## src/rrwt_pkg.sv

```systemverilog
// rrwt_pkg: shared types and codes for the receive release window tracker
// no dependencies; imported by the core, its checker and the testbench files
package rrwt_pkg;

	typedef enum logic [1:0] {
		KIND_RELEASE  = 2'd0,
		KIND_TAKE_ACK = 2'd1,
		KIND_ACK_FAIL = 2'd2,
		KIND_UNUSED   = 2'd3
	} kind_t;

	typedef enum logic [1:0] {
		ST_RECORDED      = 2'd0,
		ST_ADVANCED      = 2'd1,
		ST_DUPLICATE     = 2'd2,
		ST_OUT_OF_WINDOW = 2'd3
	} status_t;

	typedef enum logic [7:0] {
		S_IDLE = 8'b00000001,
		S_LO   = 8'b00000010,
		S_HI   = 8'b00000100,
		S_BIT  = 8'b00001000,
		S_WALK = 8'b00010000,
		S_ACK  = 8'b00100000,
		S_ACK2 = 8'b01000000,
		S_DONE = 8'b10000000
	} state_t;

	localparam int SEQ_W = 64;
	localparam int HELD_W = 9;

endpackage

```

## src/receive_release_window_tracker_core.sv

```systemverilog
// receive_release_window_tracker_core: receive ring bitmap with cumulative ack tracking
// depends on rrwt_pkg; one sequencer around a shared 64-bit adder
//
// usage
//   an item (kind, sequence_req) is taken when start is high and busy is low.
//   each item not cut short by cfg_we yields one result, with done high for one cycle;
//   the receiver cannot stall, so results are never held back.
//   cfg_we writes epoch_start; it clears the bitmap and tracking state at once.
//   ring slots are counted from the written value, and busy is low after it
// states per kind, in order from the accept up to S_DONE, which shows the result
//   release, below the end: S_LO; out of window: S_LO, S_HI
//   release, slot already set: S_LO, S_HI, S_BIT; recorded or advanced: S_LO, S_HI,
//   S_BIT, S_WALK, where S_WALK steps the end over each contiguous set slot and each
//   advance step is one pass of the shared adder
//   take-ack: S_ACK, S_ACK2, or S_ACK alone while the end still equals epoch_start
//   ack-failed and unused kind: straight to S_DONE
//   after done the block returns to idle, where the next item is taken at the earliest
// reset
//   arst_n clears the bitmap, end, counts and ack state; epoch_start reads as 0
//   and the block is ready at once
module receive_release_window_tracker_core #(
	parameter int WINDOW_SLOTS = 256
) (
	input  logic        clk,
	input  logic        arst_n,
	input  logic        start,
	output logic        busy,
	input  logic [1:0]  kind,
	input  logic [63:0] sequence_req,
	input  logic        cfg_we,
	input  logic [63:0] cfg_wdata,
	output logic        done,
	output logic [1:0]  release_status,
	output logic        ack_valid,
	output logic [63:0] ack_value,
	output logic [63:0] contiguous_end,
	output logic [8:0]  held_count
);
	import rrwt_pkg::*;

	localparam int SLOT_W = (WINDOW_SLOTS > 1) ? $clog2(WINDOW_SLOTS) : 1;
	localparam int CNT_W = $clog2(WINDOW_SLOTS + 1);
	localparam logic [SLOT_W:0] DEPTH_S = (SLOT_W + 1)'(WINDOW_SLOTS);
	localparam logic [SLOT_W-1:0] LAST_SLOT = SLOT_W'(WINDOW_SLOTS - 1);
	localparam logic [SEQ_W-1:0] DEPTH_W = SEQ_W'(WINDOW_SLOTS);

	state_t                  state_q;
	logic [SEQ_W-1:0]        seq_q;
	logic [SEQ_W-1:0]        diff_q;
	logic [SEQ_W-1:0]        cand_q;
	logic [SLOT_W-1:0]       slot_q;
	logic [SEQ_W-1:0]        epoch_q;
	logic [SEQ_W-1:0]        end_q;
	logic [SLOT_W-1:0]       end_slot_q;
	logic [WINDOW_SLOTS-1:0] bitmap_q;
	logic [CNT_W-1:0]        cnt_q;
	logic [SEQ_W-1:0]        last_ack_q;
	logic                    ack_out_q;
	logic                    moved_q;
	status_t                 status_q;
	logic                    ack_valid_q;
	logic [SEQ_W-1:0]        ack_value_q;

	logic [SEQ_W-1:0]        alu_a;
	logic [SEQ_W-1:0]        alu_b;
	logic                    alu_cin;
	logic [SEQ_W:0]          alu_sum;
	logic [SLOT_W:0]         slot_sum;
	logic [SLOT_W:0]         slot_wrap;
	logic [SLOT_W-1:0]       end_slot_inc;
	logic                    accept;

	assign accept = start && (state_q == S_IDLE);

	// shared adder
	always_comb begin
		unique case (state_q)
			S_LO: begin
				alu_a   = seq_q;
				alu_b   = ~end_q;
				alu_cin = 1'b1;
			end
			S_HI: begin
				alu_a   = end_q;
				alu_b   = DEPTH_W;
				alu_cin = 1'b0;
			end
			S_ACK: begin
				alu_a   = end_q;
				alu_b   = '1;
				alu_cin = 1'b0;
			end
			default: begin
				alu_a   = end_q;
				alu_b   = '0;
				alu_cin = 1'b1;
			end
		endcase
	end

	assign alu_sum = {1'b0, alu_a} + {1'b0, alu_b} + (SEQ_W + 1)'(alu_cin);

	// ring slot of the released sequence, from its offset past the end
	assign slot_sum  = {1'b0, end_slot_q} + {1'b0, diff_q[SLOT_W-1:0]};
	assign slot_wrap = (slot_sum >= DEPTH_S) ? slot_sum - DEPTH_S : slot_sum;

	assign end_slot_inc = (end_slot_q == LAST_SLOT) ? '0 : end_slot_q + SLOT_W'(1);

	always_ff @(posedge clk or negedge arst_n) begin
		if (!arst_n) begin
			state_q     <= S_IDLE;
			epoch_q     <= '0;
			end_q       <= '0;
			end_slot_q  <= '0;
			bitmap_q    <= '0;
			cnt_q       <= '0;
			last_ack_q  <= '0;
			ack_out_q   <= 1'b0;
			moved_q     <= 1'b0;
			status_q    <= ST_RECORDED;
			ack_valid_q <= 1'b0;
			ack_value_q <= '0;
		end else if (cfg_we) begin
			state_q    <= S_IDLE;
			epoch_q    <= cfg_wdata;
			end_q      <= cfg_wdata;
			end_slot_q <= '0;
			bitmap_q   <= '0;
			cnt_q      <= '0;
			last_ack_q <= '0;
			ack_out_q  <= 1'b0;
		end else begin
			unique case (state_q)
				S_IDLE: begin
					if (accept) begin
						status_q    <= ST_RECORDED;
						ack_valid_q <= 1'b0;
						ack_value_q <= '0;
						moved_q     <= 1'b0;
						unique case (kind_t'(kind))
							KIND_RELEASE:  state_q <= S_LO;
							KIND_TAKE_ACK: state_q <= S_ACK;
							KIND_ACK_FAIL: begin
								ack_out_q <= 1'b0;
								state_q   <= S_DONE;
							end
							default:       state_q <= S_DONE;
						endcase
					end
				end
				S_LO: begin
					if (!alu_sum[SEQ_W]) begin
						status_q <= ST_DUPLICATE;
						state_q  <= S_DONE;
					end else begin
						state_q <= S_HI;
					end
				end
				S_HI: begin
					if (alu_sum[SEQ_W] || (diff_q >= DEPTH_W)) begin
						status_q <= ST_OUT_OF_WINDOW;
						state_q  <= S_DONE;
					end else begin
						state_q <= S_BIT;
					end
				end
				S_BIT: begin
					if (bitmap_q[slot_q]) begin
						status_q <= ST_DUPLICATE;
						state_q  <= S_DONE;
					end else begin
						bitmap_q[slot_q] <= 1'b1;
						cnt_q            <= cnt_q + CNT_W'(1);
						state_q          <= S_WALK;
					end
				end
				S_WALK: begin
					if (bitmap_q[end_slot_q] && (cnt_q != '0)) begin
						bitmap_q[end_slot_q] <= 1'b0;
						cnt_q                <= cnt_q - CNT_W'(1);
						end_q                <= alu_sum[SEQ_W-1:0];
						end_slot_q           <= end_slot_inc;
						moved_q              <= 1'b1;
					end else begin
						status_q <= moved_q ? ST_ADVANCED : ST_RECORDED;
						state_q  <= S_DONE;
					end
				end
				S_ACK: begin
					state_q <= (end_q == epoch_q) ? S_DONE : S_ACK2;
				end
				S_ACK2: begin
					if (!(ack_out_q && (cand_q == last_ack_q))) begin
						last_ack_q  <= cand_q;
						ack_out_q   <= 1'b1;
						ack_valid_q <= 1'b1;
						ack_value_q <= cand_q;
					end
					state_q <= S_DONE;
				end
				S_DONE: begin
					state_q <= S_IDLE;
				end
				default: state_q <= S_IDLE;
			endcase
		end
	end

	// payload registers
	always_ff @(posedge clk) begin
		if (accept) begin
			seq_q <= sequence_req;
		end
		if (state_q == S_LO) begin
			diff_q <= alu_sum[SEQ_W-1:0];
		end
		if (state_q == S_HI) begin
			slot_q <= slot_wrap[SLOT_W-1:0];
		end
		if (state_q == S_ACK) begin
			cand_q <= alu_sum[SEQ_W-1:0];
		end
	end

	assign busy           = (state_q != S_IDLE);
	assign done           = (state_q == S_DONE);
	assign release_status = status_q;
	assign ack_valid      = ack_valid_q;
	assign ack_value      = ack_value_q;
	assign contiguous_end = end_q;
	assign held_count     = HELD_W'(cnt_q);

endmodule

```

## config.mk

```make
export PLATFORM = sky130hd
export DESIGN_NAME = receive_release_window_tracker_core
export DESIGN_NICKNAME = d
export VERILOG_FILES = /design/src/rrwt_pkg.sv /design/src/receive_release_window_tracker_core.sv
export SDC_FILE = /design/constraint.sdc
export NUM_CORES = 2
export LEC_CHECK = 0
export CORE_MARGIN = 5
export CORE_UTILIZATION = 55
export CTS_BUF_LIST = sky130_fd_sc_hd__clkbuf_8 sky130_fd_sc_hd__clkbuf_16
export DETAILED_ROUTE_END_ITERATION = 6
export DONT_BUFFER_PORTS = 1
export HOLD_SLACK_MARGIN = 0.05
export PLACE_DENSITY = 0.79
export SLEW_MARGIN = 0
export SYNTH_ARGS = -nofsm -noshare
export SYNTH_HDL_FRONTEND = slang
export SYNTH_SLANG_ARGS = --single-unit
```

## constraint.sdc

```tcl
create_clock -name clk -period 8.5 [get_ports clk]
set_input_delay 0.85 -clock clk [delete_from_list [all_inputs] [get_ports clk]]
set_output_delay 0.85 -clock clk [all_outputs]
set_load 0.01 [all_outputs]
```

=== After elaboration in Yosys (flattened, before gate mapping) ===
Index checks and enable logic that the tools add are counted.

* Register bits after elaboration: 742
* Output and inout port bits: 142

* Add/sub/neg operators: 7
* Order comparisons: 6
* Eq/ne operators: 28
* Mux-type cells: 57
* Bitwise logic cells: 5
* Reductions and logical operators: 25

{| class="wikitable"
|+ Operators with widths
! cell !! number
|-
| 256-bit two-way mux || 3
|-
| 64-bit two-way mux || 8
|-
| 256-bit case mux with 2 select lines || 1
|-
| 256-bit bitwise AND || 1
|-
| 256-bit inverter || 1
|-
| 256-bit bitwise OR || 1
|-
| 64-bit case mux with 3 select lines || 1
|-
| 64-bit == test || 2
|-
| 64-bit case mux with 2 select lines || 1
|-
| 8-bit two-way mux || 12
|-
| 64-bit by 64-bit adder with 65-bit output || 1
|-
| 65-bit by 1-bit adder with 65-bit output || 1
|-
| 64-bit by 9-bit greater-or-equal comparator with 1-bit output (second input constant) || 1
|-
| 64-bit inverter || 1
|-
| 8-bit case mux with 7 select lines || 1
|-
| 9-bit two-way mux || 3
|-
| 8-bit by 9-bit less-than comparator with 1-bit output (second input constant) || 2
|-
| 9-bit case mux with 2 select lines || 1
|-
| 1-bit binary-select mux with 8-bit select || 2
|-
| 1-bit demux with 8-bit select || 2
|-
| 8-bit == test (second input constant) || 2
|-
| 8-bit by 1-bit greater-or-equal comparator with 1-bit output (second input constant) || 2
|-
| 2-bit != test (second input constant) || 8
|-
| 8-bit case mux with 2 select lines || 1
|-
| other kinds (35) || 69
|}

=== Longest topological paths before layout ===
* Depth after elaboration: 9
* Gate-level depth with buffers: 20

=== Least setup slack after synthesis ===
OpenSTA, ideal clock, no wires.

* Kind: reg-to-reg
* Start: register state_q[2]
* End: register end_q[57] (netlist: contiguous_end[57])
* Library setup time: 0.069 ns
* Arrival time: 6.712 ns
* Data required time: 8.431 ns
* Setup slack: 1.719 ns
* Stages on the path, launching flop included: 20
* Buffers on the path: 3
* Clock period less this slack: 6.781 ns
* Cell sequence: dfrtp_1 or4_1 or3_1 or3b_2 clkbuf_1 inv_1 clkbuf_1 nand2_1 nand2_1 ha_1 clkbuf_1 nand4_1 nor3_1 a21oi_1 a221oi_1 o21ai_0 a21oi_1 a2111oi_0 or4b_2 nand3_1

* Cells in the longest elaborated chain, start to end: 7
* Elaborated cells between the ends (all ways): 15
* Those cells by class: 2 x add/sub; 4 x eq/ne; 6 x mux; 3 x reduce/logical

{| class="wikitable"
|+ Ends and longest elaborated chain
! element !! RTL line !! source
|-
| start, declared || receive_release_window_tracker_core.sv:47 || <nowiki>state_t state_q;</nowiki>
|-
| start signal, assigned || receive_release_window_tracker_core.sv:190 || <nowiki>state_q <= (end_q == epoch_q) ? S_DONE : S_ACK2;</nowiki>
|-
| 8-bit by 6-bit == test with 1-bit output, or another cell as far along || receive_release_window_tracker_core.sv:77 || <nowiki>unique case (state_q)</nowiki>
|-
| 64-bit case mux with 3 select lines, or another cell as far along || receive_release_window_tracker_core.sv:77 ||
|-
| 64-bit by 64-bit adder with 65-bit output or 1-bit two-way mux (tied branches) || receive_release_window_tracker_core.sv:101, receive_release_window_tracker_core.sv:77 ||
|-
| 65-bit by 1-bit adder with 65-bit output || receive_release_window_tracker_core.sv:101 || <nowiki>assign alu_sum = {1'b0, alu_a} + {1'b0, alu_b} + (SEQ_W + 1)'(alu_cin);</nowiki>
|-
| 64-bit two-way mux || receive_release_window_tracker_core.sv:178 || <nowiki>if (bitmap_q[end_slot_q] && (cnt_q != '0)) begin</nowiki>
|-
| 64-bit two-way mux || receive_release_window_tracker_core.sv:133 || <nowiki>unique case (state_q)</nowiki>
|-
| 64-bit two-way mux || receive_release_window_tracker_core.sv:123 || <nowiki>end else if (cfg_we) begin</nowiki>
|-
| end signal, assigned || receive_release_window_tracker_core.sv:126 || <nowiki>end_q <= cfg_wdata;</nowiki>
|-
| end signal, assigned || receive_release_window_tracker_core.sv:181 || <nowiki>end_q <= alu_sum[SEQ_W-1:0];</nowiki>
|-
| end, declared || receive_release_window_tracker_core.sv:53 || <nowiki>logic [SEQ_W-1:0] end_q;</nowiki>
|}

Parallel ways exist; a longest one is shown, timed or not. The select of a mux whose other input is x is not followed.
A chain may end at the register's enable or synchronous reset.

=== Worst setup path in the final report ===
* Start: register state_q[7]
* End: register end_q[57] (netlist: contiguous_end[57])

The elaborated chain is that of the path after synthesis.

==> results.md <==
- Clock Path Buffers: 3
- Num ports: 276
- Rows: 100
- Setup_tns: 0 ns
- Slew HR: -23.5%
- Clock transition at the registers of the reported paths: 0.06 ns
- Final hold vios: 0
- Initial antenna violation count: 8
- Nets: 4055
- Post-route ant nets: 0
- Max VDD drop: 0.167 mV
- Clock skew: 0.0606 ns
- RR Endpoint: contiguous_end[57]
- CP Class: reg2reg
- Main synth FF type: dfrtp_1
- Met1 WL: 54400 um
- Placed cell count: 4722
- Seq/Total Area, Yosys: 47.4%
- F_max: 147 MHz
- Pre-CTS setup slack: 1.87 ns
- Crit end category: flop
- Largest net degree at the start of global routing: 543
- Placer Congestion: 0.994
- Min Tclk post-route: 6.80 ns
- Total Wirelength: 138000 um
- Die H: 284 um
- Post-synth ARST share: 73.0%
- Drt first pass iters: 7
- Syn_area_per_cell: 10.2 sq um
- HP Class: in2async
- Crit-path slowest cell: or4b_2
- Final WS setup: 1.70 ns
- Highest Signal Layer: met5
- Critical path peak fanout: 68
- Setup violators final: 0
- R2r startpoint: state_q[7]
- EDFF count, synth: 200
- RSZ-0062 raised after global routing: no
- Startpoint Class: flop
- WP data required: 9.06 ns
- CTS Buf Count: 80
- CTS root buf: clkbuf_16
- Worst R2R Path Depth: 17
- Port Buffers: 0
- Violated checks: design-rule violations, max-slew violations
- Die W: 284 um
- Leak: 18.5 nW
- Non-filler instance count after layout: 4874
- Global route overflow: 0
- Post-Synthesis Cell Area: 41300 sq um
- Bufs and invs on worst path: 2
- Total core area: 74400 sq um
- Vias in the first global route: 32.8k
- DRC: 10
- First-pass GRT wire length: 208000 um
- Post-DP HPWL: 93000 um
- Synthesis-to-finish area growth: 7.37%
- Layout cells sized above 1: 8.25%
- Status: finished with violations
- Yosys warns: 0
- Die ar.: 80700 sq um
- R2R Setup Slk: 1.70 ns
- Slowest stage delay, CP: 0.71 ns
- CTS tree: built
- Synth cell types: 85
- Max Cap Viol: 0
- Synth Register Bits: 742
- Fin area: 44300 sq um
- DR vias: 34.6k
- Crit share post-route: 80.0%
- CP delay by family, top: simple AND/OR/NAND/NOR gates
- Syn Nets: 4253
- Cell count after synthesis: 4034
- Critical path cell sequence: or4_1 -> or3_1 -> or3b_4 -> inv_4 -> buf_4 -> nand2_1 -> nand2_1 -> ha_1 -> a21oi_1 -> o21ai_0 -> a31oi_1 -> a221oi_1 -> o21ai_0 -> a21oi_1 -> a2111oi_0 -> or4b_2 -> nand3_1
- Cts repair resizes: 0
- Iteration-0 DRC Markers: 5665
- Vias per inst: 7.10
- Crit path DAT: 7.36 ns
- Met3 wire len: 18600 um
- H-tree levels: 3
- Sink Count: 742
- Pwr dens: 184 nW/um^2
- Max-slew violation count: 161
- Post-placement cell area: 41500 sq um
- Worst Tran Pin Value: 1.85 ns
- Met2 wire len: 57700 um
- WHS: 0.00195 ns
- Initial Utilization: 55.5%
- Clock latency on the worst-skew pair: 0.68 ns
- GRT Overall Usage: 33.2%
- Routed len/inst: 28.4 um
- Setup Buffers After CTS: 0
==> synth_stat cells, drive strengths merged (10+ instances only) <==
master / number / share of area (%)
o22ai: 14 / 0.21
o211ai: 14 / 0.25
o21ai: 465 / 5.7
xnor2: 70 / 1.5
and3: 15 / 0.23
buf: 90 / 1.3
edfxtp: 200 / 15
a31oi: 24 / 0.36
nand2: 489 / 4.4
a211oi: 11 / 0.20
nor2b: 27 / 0.41
mux2: 17 / 0.46
o21bai: 16 / 0.29
nor2: 164 / 1.5
or2: 16 / 0.27
nand4: 48 / 0.73
nor3: 34 / 0.41
nand3: 129 / 1.6
a221oi: 12 / 0.27
clkbuf: 233 / 2.1
a21o: 51 / 0.93
ha: 81 / 2.5
nor3b: 10 / 0.19
o2bb2ai: 10 / 0.21
and2: 16 / 0.24
a22oi: 47 / 0.85
nand2b: 17 / 0.26
or4: 83 / 1.5
mux2i: 258 / 6.3
a22o: 18 / 0.38
dfrtp: 541 / 33
o311ai: 166 / 3.5
a21oi: 116 / 1.4
nor4: 53 / 0.83
xor2: 103 / 2.2
mux4: 94 / 5.2
inv: 159 / 1.4
or3: 20 / 0.30
==> metrics by stage <==
stage	utilization [%]	total power, mW
2_1_floorplan	-	4.30
3_3_place_gp	55.8	4.53
3_5_place_dp	55.8	4.54
4_1_cts	59.5	8.15
5_1_grt	59.6	8.39
6_report	59.6	8.18
==> area by class of cell <==
type,count,area (sq um)
fill,6030,30100
multi-input combinational,2809,19800
sequential,742,19600
clock buffer,97,2260
tap,969,1210
inverter,160,608
clock inverter,50,529
timing repair buffer,43,380
antenna,4,10.0
==> sequential cells by signal (all words and copies together) (netlist names), 2 cells and up <==
register        count
end_slot_q          8
cand_q             64
contiguous_end     64
bitmap_q          256
slot_q              8
release_status      2
held_count          9
last_ack_q         64
state_q             8
ack_value          64
seq_q              64
diff_q             64
epoch_q            64
==> worst max path at each step <==
| stage | cells after the start | from | end |
|---|---|---|---|
| 4_1_cts | 17 | state_q[2] | contiguous_end[57] |
| 3_3_place_gp | 18 | state_q[7] | contiguous_end[57] |
| 2_1_floorplan | 19 | state_q[2] | contiguous_end[57] |
| 5_1_grt | 17 | state_q[2] | contiguous_end[57] |
| 6_report | 17 | state_q[7] | contiguous_end[57] |
| 3_5_place_dp | 17 | state_q[2] | contiguous_end[57] |
==> kinds of logic after synthesis <==
logic type	after synthesis	share of synthesized area, %
and+or+nand+nor	1146	13.4
AOI/OAI and AO/OA	1036	16.1
DFF	742	47.4
buffers and inverters	483	4.84
muxes	369	11.9
xor gates and xnor gates	173	3.67
adders and majority gates	85	2.65
==> cells in the final DEF, fill, tap and decap left out, types with 81 or more instances in the layout <==
cell / instances
or4_1: 83
xor2_1: 103
o311ai_0: 166
edfxtp_1: 200
ha_1: 81
dfrtp_1: 539
clkbuf_16: 82
mux4_2: 86
nor2_1: 162
nand2_1: 488
inv_1: 172
nand3_1: 129
mux2i_1: 258
o21ai_0: 394
a21oi_1: 116
==> worst reg2reg max path: stages (launching register included) <==
cell and delay [ns]:
dfrtp_1 0.40, or4_1 0.57, or3_1 0.34, or3b_4 0.67, inv_4 0.67, buf_4 0.54
nand2_1 0.14, nand2_1 0.08, ha_1 0.33, a21oi_1 0.11, o21ai_0 0.32, a31oi_1 0.21
a221oi_1 0.56, o21ai_0 0.17, a21oi_1 0.46, a2111oi_0 0.31, or4b_2 0.71, nand3_1 0.09
==> power by group <==
group          total [mW]  internal, mW  switching [mW]
sequential           3.93          3.79           0.134
combinational       0.590         0.162           0.428
clock                3.66          2.10            1.56
==> layer usage <==
layer,up-vias,global-route usage (%)
met4,4,14.2
met1,17000,47.3
met2,2544,47.1
met3,515,10.3
met5,-,0
li1,14600,-
(Power assumes the default switching activity.)
